--- src/hdl/tsd_pkg.sv ---
// Package for the TLV stream decoder: number marks, parse phase codes, result kinds,
// field widths and the mark-to-byte-count helper. No dependencies.
package tsd_pkg;

  // Field widths
  localparam int BYTE_W = 8;
  localparam int NUM_W  = 64;
  localparam int CNT_W  = 4;
  localparam int PH_W   = 3;
  localparam int DATA_W = NUM_W + NUM_W + BYTE_W;  // 136 bits, 17 whole bytes

  // Marks that announce an extended number
  localparam logic [BYTE_W-1:0] MARK_TWO   = 8'hfd;
  localparam logic [BYTE_W-1:0] MARK_FOUR  = 8'hfe;
  localparam logic [BYTE_W-1:0] MARK_EIGHT = 8'hff;

  // Parse phase codes
  localparam logic [PH_W-1:0] PH_TYPE_MARK  = 3'd0;
  localparam logic [PH_W-1:0] PH_TYPE_BYTES = 3'd1;
  localparam logic [PH_W-1:0] PH_LEN_MARK   = 3'd2;
  localparam logic [PH_W-1:0] PH_LEN_BYTES  = 3'd3;
  localparam logic [PH_W-1:0] PH_VALUE      = 3'd4;

  // Result kinds
  localparam logic KIND_HEADER = 1'b0;
  localparam logic KIND_VALUE  = 1'b1;

  // Extension bytes after a mark; zero when the mark is the number itself
  function automatic logic [CNT_W-1:0] ext_count(input logic [BYTE_W-1:0] mark);
    logic [CNT_W-1:0] n;
    n = 4'd0;
    if (mark == MARK_EIGHT) n = 4'd8;
    else if (mark == MARK_FOUR) n = 4'd4;
    else if (mark == MARK_TWO) n = 4'd2;
    return n;
  endfunction

endpackage

--- src/hdl/tlv_stream_decoder_unit.sv ---
// TLV stream decoder top level: parse state registers, next-state logic
// and the result register. Depends on tsd_pkg.
//
// Usage:
//   Slave channel (s_*) takes one raw stream byte per beat in s_tdata.
//   Master channel (m_*) gives at most one result per input byte:
//     m_tuser = kind (0 header, 1 value byte), m_tlast = last result of
//     the element, m_tdata = {value_byte, value_length, type_number}.
//   Bytes that only build a type or length number give no result.
//   A header beat carries the decoded type and length; each value beat
//   repeats them with the value byte. A zero-length element's header beat
//   has m_tlast set.
//   Latency: a result appears on m_* the cycle after its byte is taken.
//   Throughput: one byte per cycle while the receiver keeps up; the parse state
//   update (a 64-bit count-down and compare) is combinational, so bytes go back to back.
//   s_tready is high while the result register is empty or being drained;
//   when the receiver holds m_tready low with a result waiting, the input
//   stalls until that beat is taken.
//   Reset (rst, synchronous, active high) empties the result register and
//   returns the parser to expecting a type mark, with all counts cleared.
module tlv_stream_decoder_unit (
  input  logic                      clk,
  input  logic                      rst,
  input  logic                      s_tvalid,
  output logic                      s_tready,
  input  logic [tsd_pkg::BYTE_W-1:0] s_tdata,  // [7:0] stream_byte
  output logic                      m_tvalid,
  input  logic                      m_tready,
  // [63:0] type_number, [127:64] value_length, [135:128] value_byte
  output logic [tsd_pkg::DATA_W-1:0] m_tdata,
  output logic                      m_tuser,   // [0] kind
  output logic                      m_tlast
);
  import tsd_pkg::*;

  // Parse state
  logic [PH_W-1:0]   phase, phase_next;
  logic [CNT_W-1:0]  num_left, num_left_next;
  logic [NUM_W-1:0]  type_acc, type_acc_next;
  logic [NUM_W-1:0]  len_acc, len_acc_next;
  logic [NUM_W-1:0]  remaining, remaining_next;

  // Result produced by the current byte
  logic              emit;
  logic              emit_kind;
  logic              emit_last;
  logic [BYTE_W-1:0] emit_byte;

  // Result register payload
  logic [NUM_W-1:0]  out_type, out_len;
  logic [BYTE_W-1:0] out_byte;
  logic              out_kind, out_last;

  logic              in_beat;
  logic [CNT_W-1:0]  mark_n;
  logic [CNT_W-1:0]  num_left_dec;
  logic [NUM_W-1:0]  len_shift;

  assign s_tready     = !m_tvalid || m_tready;
  assign in_beat      = s_tvalid && s_tready;
  assign mark_n       = ext_count(s_tdata);
  assign num_left_dec = num_left - 4'd1;
  assign len_shift    = {len_acc[NUM_W-BYTE_W-1:0], s_tdata};

  // Next-state logic for one stream byte
  always_comb begin
    phase_next     = phase;
    num_left_next  = num_left;
    type_acc_next  = type_acc;
    len_acc_next   = len_acc;
    remaining_next = remaining;
    emit           = 1'b0;
    emit_kind      = KIND_HEADER;
    emit_last      = 1'b0;
    emit_byte      = '0;
    unique case (phase)
      PH_TYPE_BYTES: begin
        type_acc_next = {type_acc[NUM_W-BYTE_W-1:0], s_tdata};
        num_left_next = num_left_dec;
        if (num_left_dec == '0) phase_next = PH_LEN_MARK;
      end
      PH_LEN_MARK: begin
        if (mark_n == '0) begin
          len_acc_next = {{(NUM_W-BYTE_W){1'b0}}, s_tdata};
          emit         = 1'b1;
          if (s_tdata == '0) begin
            emit_last  = 1'b1;
            phase_next = PH_TYPE_MARK;
          end else begin
            remaining_next = {{(NUM_W-BYTE_W){1'b0}}, s_tdata};
            phase_next     = PH_VALUE;
          end
        end else begin
          len_acc_next  = '0;
          num_left_next = mark_n;
          phase_next    = PH_LEN_BYTES;
        end
      end
      PH_LEN_BYTES: begin
        len_acc_next  = len_shift;
        num_left_next = num_left_dec;
        if (num_left_dec == '0) begin
          emit = 1'b1;
          if (len_shift == '0) begin
            emit_last  = 1'b1;
            phase_next = PH_TYPE_MARK;
          end else begin
            remaining_next = len_shift;
            phase_next     = PH_VALUE;
          end
        end
      end
      PH_VALUE: begin
        remaining_next = remaining - 64'd1;
        emit           = 1'b1;
        emit_kind      = KIND_VALUE;
        emit_byte      = s_tdata;
        if (remaining == 64'd1) begin
          emit_last  = 1'b1;
          phase_next = PH_TYPE_MARK;
        end
      end
      default: begin
        // type mark expected; unused codes fall here too
        len_acc_next   = '0;
        remaining_next = '0;
        if (mark_n == '0) begin
          type_acc_next = {{(NUM_W-BYTE_W){1'b0}}, s_tdata};
          num_left_next = '0;
          phase_next    = PH_LEN_MARK;
        end else begin
          type_acc_next = '0;
          num_left_next = mark_n;
          phase_next    = PH_TYPE_BYTES;
        end
      end
    endcase
  end

  // Parse state registers
  always_ff @(posedge clk) begin
    if (rst) begin
      phase     <= PH_TYPE_MARK;
      num_left  <= '0;
      type_acc  <= '0;
      len_acc   <= '0;
      remaining <= '0;
    end else if (in_beat) begin
      phase     <= phase_next;
      num_left  <= num_left_next;
      type_acc  <= type_acc_next;
      len_acc   <= len_acc_next;
      remaining <= remaining_next;
    end
  end

  // Result register: valid flag
  always_ff @(posedge clk) begin
    if (rst) begin
      m_tvalid <= 1'b0;
    end else if (in_beat) begin
      m_tvalid <= emit;
    end else if (m_tready) begin
      m_tvalid <= 1'b0;
    end
  end

  // Result register: payload
  always_ff @(posedge clk) begin
    if (in_beat && emit) begin
      out_type <= type_acc_next;
      out_len  <= len_acc_next;
      out_byte <= emit_byte;
      out_kind <= emit_kind;
      out_last <= emit_last;
    end
  end

  assign m_tdata = {out_byte, out_len, out_type};
  assign m_tuser = out_kind;
  assign m_tlast = out_last;

endmodule

--- config.mk ---
export PLATFORM = sky130hd
export DESIGN_NAME = tlv_stream_decoder_unit
export DESIGN_NICKNAME = d
export VERILOG_FILES = /design/src/hdl/tsd_pkg.sv /design/src/hdl/tlv_stream_decoder_unit.sv
export SDC_FILE = /design/constraint.sdc
export NUM_CORES = 1
export LEC_CHECK = 0
export ABC_AREA = 1
export BUFFER_PORTS_ARGS = -buffer_cell sky130_fd_sc_hd__buf_4
export CAP_MARGIN = 10
export CORE_UTILIZATION = 25
export CTS_CLUSTER_DIAMETER = 40
export CTS_CLUSTER_SIZE = 10
export DETAILED_ROUTE_END_ITERATION = 7
export SLEW_MARGIN = 20
export SYNTH_ARGS = -nofsm -noshare
export SYNTH_HDL_FRONTEND = slang
export SYNTH_SLANG_ARGS = --single-unit
--- constraint.sdc ---
create_clock -name clk -period 10.5 [get_ports clk]
set_clock_uncertainty 0.15 [all_clocks]
set_input_delay 1.575 -clock clk [delete_from_list [all_inputs] [get_ports clk]]
set_output_delay 1.575 -clock clk [all_outputs]
set_load 0.05 [all_outputs]
==> results of run 1 <==
-- final cells by class --
| cell class | instances | area, um^2 |
|---|---|---|
| Tap cell | 837 | 1050 |
| Multi-Input combinational cell | 1307 | 6020 |
| Clock buffer | 75 | 1460 |
| Inverter | 347 | 1310 |
| Sequential cell | 338 | 8150 |
| Clock inverter | 20 | 189 |
| Timing Repair Buffer | 162 | 1220 |
| Fill cell | 6665 | 42800 |
-- layer usage --
layer	track usage	vias up	share of wire
met5	0	-	0
met4	0.0503	0	0.029
met3	0.0404	86	0.070
met2	0.254	385	0.48
met1	0.184	6425	0.42
li1	-	7049	-
-- cells in the final DEF, fill, tap and decap left out, types with 17 or more instances in the layout --
master and instances:
nand3_1 94, clkbuf_1 17, buf_4 161, edfxtp_1 138
a21oi_1 208, nor2_1 210, nand2_1 436, o22ai_1 84
inv_1 340, o21ai_0 215, dfxtp_1 200, clkbuf_16 53
-- worst min-delay path by stage --
stage	slack (ns)	cells past startpoint	endpoint
3_5_place_dp	0.32	2	num_left[3]
3_3_place_gp	0.31	2	num_left[3]
2_1_floorplan	0.29	2	num_left[3]
5_1_grt	0.35	2	num_left[3]
4_1_cts	0.33	2	num_left[3]
6_report	0.32	2	num_left[3]
-- sequential cells by signal, summed over array words and instances (netlist names) --
name,cells
len_acc,64
out_len,64
out_type,64
remaining,64
type_acc,64
out_byte,8
num_left,4
phase,3
m_tlast,1
m_tuser,1
m_tvalid,1
-- worst register-to-register path: stages, from the launching register on --
cell and delay, ns:
dfxtp_1 0.39, inv_2 0.08, nor2_4 0.15, inv_2 0.12, nor2_4 0.08, buf_4 0.47, nand3_1 0.22, nand3_1 0.12
nand2_1 0.16, inv_6 0.59, buf_4 0.81
-- power breakdown --
group	total, mW	internal [mW]	switching, mW	leakage (nW)
sequential	1.48	1.45	0.0357	2.94
combinational	0.723	0.188	0.535	4.94
clock	1.64	1.02	0.627	0.795
total	3.85	2.65	1.20	8.67
-- cells by family after synthesis --
kind of cell | share of synthesized area
and+or+nand+nor | 0.194
DFF | 0.514
xor gates and xnor gates | 0.00442
adders and majority gates | 0.00316
AOI/OAI and AO/OA | 0.176
buffers and inverters | 0.109
==> run_results.csv, run 1 <==
group,metric,value,unit
run_status,status,"finished clean",
timing,max_freq,0.240,GHz
worst_setup_path,cp_num_buf_inv,5,
timing,worst_pin_slew,1.02,ns
worst_setup_path,crit_end,"out_len[25]",
detailed_routing,dr.pass1.iters,5,
timing,finalMaxSlewViolations,0,
yosys,synthArstFlopShare,0,
pwr,leakagePower,8.67,nW
yosys,ys_ff_latch,338,
timing,period_needed,4.16,ns
detailed_routing,final_antenna_net_count,0,
detailed_routing,wl_per_cell,15.9,um
pwr,p_per_area,199,nW/um^2
yosys,synthCells,2088,
timing,rsz0062_at_grt,"false",
die,die_w,254,um
worst_setup_path,crit_path_max_incr_delay,0.76,ns
worst_setup_path,cp_max_fo,77,
pwr,ir_worst_vdd,0.151,mV
clocking,cts_resized,0,
layout,fin_util,0.312,
clocking,root_buffer,"clkbuf_16",
place,gp_congestion,0.932,
yosys,yosysMostFrequentCell,"nand2_1",
clocking,cts_setup_buffers,0,
yosys,avgSynthCellArea,7.59,um^2
clocking,clockBufferDepth,3,
die,num_rows,91,
clocking,cts_tree,"built",
yosys,synth_edf_count,138,
worst_setup_path,startpoint,"m_tready",
global_routing,grt_pass1_wl,75.8,mm
worst_setup_path,cp-end-kind,"flop",
hold_path,hp-start,"num_left[3]",
job,maxCapViolCount,0,
place,dp_hpwl,33.8,mm
clocking,htreeDepth,2,
die,io_pins,152,
place,dpl-instance-area,17700,um^2
worst_setup_path,cp_slowest_cell,"buf_4",
yosys,dominantRegCellSynth,"dfxtp_1",
yosys,synth.largest_area_cell,"edfxtp_1",
worst_setup_path,crit_arrival,4.22,ns
die,initial_core_util,0.255,
worst_setup_path,required,10.55,ns
die,die_h,254,um
place,pre_cts_ws,5.74,ns
detailed_routing,via_per_inst,4.52,
global_routing,overflow,0,
layout,layout-drive-gt1-share,0.116,
clocking,numCtsBuffers,51,
clocking,clock_latency,0.58,ns
detailed_routing,drc,0,
worst_setup_path,r2r_end,"out_len[25]",
clocking,numClockSinks,338,
detailed_routing,drt_wl_total,48.9,mm
clocking,postCtsHoldBufs,0,
yosys,yosysTopAreaCellShare,0.261,
global_routing,grt_pass1_vias,13180,
worst_setup_path,cp.depth,8,
die,dieArea,64400,um^2
worst_setup_path,r2r_cells,10,
worst_setup_path,crit_family,"buffers and inverters",
place,port_buffers,151,
clocking,clkTransAtPathRegs,0.05,ns
detailed_routing,vias,13945,
worst_setup_path,crit_type,"in -> reg",
timing,whs,0.322,ns
layout,stdcell_area,19400,um^2
timing,finalHoldViolCount,0,
global_routing,grt_usage,0.151,
timing,setup_ws,6.34,ns
yosys,synth_cell_types,30,
timing,fin_crit_sh,0.397,
yosys,yosysWarnings,0,
layout,finalNetCount,2223,
layout,fin_cells,3086,
yosys,syn_nets,2104,
place,numPlacedInstances,2991,
layout,antenna_cells,0,
worst_setup_path,startpoint_type,"input pin",
layout,area_growth,22.3,%
worst_setup_path,worstPathCellList,"buf_4, inv_1, nand2_1, nand2_4, inv_1, nand2_1, inv_6, buf_4",
pwr,finalPower,3.85,mW
yosys,yosys-top-cells-count,"437 x nand2_1, 341 x inv_1, 215 x o21ai_0",
worst_setup_path,reg2reg_from,"phase[0]",
timing,slew_headroom,0.321,
timing,tns,0,ns
worst_setup_path,r2r_slack,6.75,ns
hold_path,hold_path_class,"reg -> reg",
detailed_routing,first_iter_violations,1055,
yosys,synth_area_leaders,"edfxtp_1 26%, dfxtp_1 25%, nand2_1 10%",
global_routing,antenna_found_initial,0,
die,coreArea,62200,um^2
yosys,synth.cell_area,15900,um^2
yosys,ys_seq_area_frac,0.514,
timing,setup_viol,0,
global_routing,grt_max_degree,121,
Note: power is estimated with default switching activity, not from simulation.
==> run 2: changes to the inputs <==
--- a/config.mk
+++ b/config.mk
@@ -5,7 +5,7 @@
 export SDC_FILE = /design/constraint.sdc
 export NUM_CORES = 1
 export LEC_CHECK = 0
-export ABC_AREA = 1
+export ABC_AREA = 0
 export BUFFER_PORTS_ARGS = -buffer_cell sky130_fd_sc_hd__buf_4
 export CAP_MARGIN = 10
 export CORE_UTILIZATION = 25
==> constraint.sdc (replaced) <==
create_clock -name clk -period 3.5 [get_ports clk]
set_clock_uncertainty 0.15 [all_clocks]
set_input_delay 0.525 -clock clk [delete_from_list [all_inputs] [get_ports clk]]
set_output_delay 0.525 -clock clk [all_outputs]
set_load 0.05 [all_outputs]
==> run 2 against run 1 <==
  * Flip-flop and latch count did not move
  * Worst setup slack worse by 6.0 ns
  * Die area decreased by 6.4%
  * Sequential power increased to 2.9 times the previous value
  * Synthesized cell count down 27%
  * Highest routed layer is now met5
==> run_results.csv, run 2 <==
group,metric,value,unit
die,coreArea,58100,um^2
timing,fin_crit_sh,0.891,
detailed_routing,drc,0,
clocking,clockBufferDepth,3,
detailed_routing,final_antenna_net_count,0,
yosys,synth_edf_count,138,
timing,slew_headroom,0.398,
timing,whs,0.122,ns
hold_path,hold_path_class,"in -> reg",
yosys,ys_ff_latch,338,
die,num_rows,88,
worst_setup_path,crit_type,"reg -> reg",
worst_setup_path,cp-end-kind,"flop",
layout,stdcell_area,18200,um^2
place,dpl-instance-area,16900,um^2
timing,finalHoldViolCount,0,
detailed_routing,vias,12749,
global_routing,grt_pass1_wl,70.8,mm
die,die_h,246,um
timing,setup_viol,0,
worst_setup_path,r2r_cells,9,
hold_path,min_path_cells,3,
timing,worst_pin_slew,0.902,ns
run_status,status,"finished clean",
clocking,clock_latency,0.55,ns
clocking,numCtsBuffers,44,
detailed_routing,wl_per_cell,18.9,um
layout,layout_common_cells,"277 x nand2_1, 200 x dfxtp_1, 186 x buf_4",
layout,antenna_cells,0,
pwr,ir_worst_vdd,0.316,mV
yosys,synth_cell_types,77,
clocking,root_buffer,"clkbuf_16",
clocking,cts_setup_buffers,0,
clocking,cts_resized,0,
place,gp_congestion,0.886,
detailed_routing,dr.pass1.iters,6,
timing,finalMaxSlewViolations,0,
global_routing,antenna_found_initial,1,
yosys,dominantRegCellSynth,"dfxtp_1",
pwr,finalPower,10.3,mW
yosys,yosysWarnings,0,
die,dieArea,60300,um^2
layout,layout_commonest_cell,"nand2_1",
place,dp_hpwl,30.5,mm
yosys,yosys-top-cells-count,"281 x nand2_1, 200 x dfxtp_1, 153 x a21oi_1",
detailed_routing,drt_wl_total,46.4,mm
worst_setup_path,crit_arrival,3.43,ns
timing,period_needed,3.12,ns
worst_setup_path,required,3.81,ns
worst_setup_path,r2r_slack,0.38,ns
yosys,synthArstFlopShare,0,
yosys,synth_area_leaders,"edfxtp_1 28%, dfxtp_1 27%, nand2_1 7.1%",
yosys,ys_seq_area_frac,0.549,
yosys,syn_nets,1547,
layout,area_growth,22.9,%
clocking,postCtsHoldBufs,0,
die,io_pins,152,
layout,layout-drive-gt1-share,0.171,
detailed_routing,via_per_inst,5.21,
layout,finalNetCount,1667,
timing,tns,0,ns
yosys,synthCells,1531,
global_routing,grt_usage,0.148,
die,initial_core_util,0.255,
global_routing,grt_pass1_vias,11864,
timing,rsz0062_at_grt,"false",
yosys,avgSynthCellArea,9.69,um^2
yosys,yosysMostFrequentCell,"nand2_1",
clocking,numClockSinks,338,
job,maxCapViolCount,0,
global_routing,overflow,0,
yosys,yosysTopAreaCellShare,0.279,
clocking,clkTransAtPathRegs,0.05,ns
place,port_buffers,151,
yosys,synth.cell_area,14800,um^2
pwr,p_per_area,565,nW/um^2
pwr,leakagePower,6.52,nW
timing,max_freq,0.321,GHz
global_routing,grt_max_degree,97,
yosys,synth.largest_area_cell,"edfxtp_1",
detailed_routing,first_iter_violations,1455,
worst_setup_path,startpoint_type,"flop",
worst_setup_path,cp_max_fo,46,
clocking,cts_tree,"built",
clocking,htreeDepth,2,
die,die_w,246,um
## run 2: changes by cell type after synthesis, sizes merged, moves of 55 or more
cell	delta
nor2	-98
inv	-331
o22ai	-83
nand3	-63
a22o	+115
a21oi	-55
o21ai	-172
nand2	-156
## run 2: final timing paths
check                     from            end
setup reg to reg   len_acc[14]  remaining[47]
hold reg to reg   type_acc[58]   type_acc[58]
hold / removal        s_tvalid       m_tvalid
setup / recovery   len_acc[14]  remaining[47]
## run 2: through the flow
step | util | worst slack (ns) | std cells
floorplan | - | 0.0369 | 1531
global placement | 0.291 | 0.561 | 2370
detailed placement | 0.291 | 0.542 | 2370
CTS | 0.314 | 0.526 | 2448
global route | 0.314 | 0.258 | 2448
finish | 0.314 | 0.381 | 2448
## run 2: where the power goes
| group | internal, mW | switching [mW] | total (mW) |
|---|---|---|---|
| combinational | 0.499 | 1.24 | 1.74 |
| clock | 2.54 | 1.67 | 4.21 |
| sequential | 4.26 | 0.0911 | 4.35 |
## run 2: critical path: stages (launching register included)
cell and delay [ns]:
dfxtp_1 0.40, nor4_1 0.68, nand4_1 0.32, nor3_1 0.31, a31oi_1 0.20, nand2_2 0.26, buf_12 0.28, buf_12 0.17
o21ai_0 0.10, a21oi_1 0.15
## run 2: cells by family (layout without fill, tap and decap cells)
family / after synthesis / count (layout) / share of synthesized area
and+or+nand+nor: 584 / 584 / 0.184
AOI/OAI and AO/OA: 452 / 452 / 0.214
DFF: 338 / 338 / 0.549
buffers and inverters: 138 / 290 / 0.0403
xor gates and xnor gates: 10 / 10 / 0.00590
muxes: 5 / 5 / 0.00371
adders and majority gates: 4 / 4 / 0.00337
## run 2: layout make-up
| type | count | area, um^2 |
|---|---|---|
| Sequential cell | 338 | 8150 |
| Multi-Input combinational cell | 1055 | 6130 |
| Timing Repair Buffer | 197 | 1610 |
| Clock buffer | 70 | 1260 |
| Clock inverter | 8 | 82.6 |
| Tap cell | 765 | 957 |
| Inverter | 15 | 56.3 |
| Fill cell | 5929 | 39900 |
## run 2: layer usage
layer	GRT usage	wire length (um)
met5	0	13
met4	0.0557	1550
met3	0.0207	3060
met2	0.245	22000
met1	0.195	19800
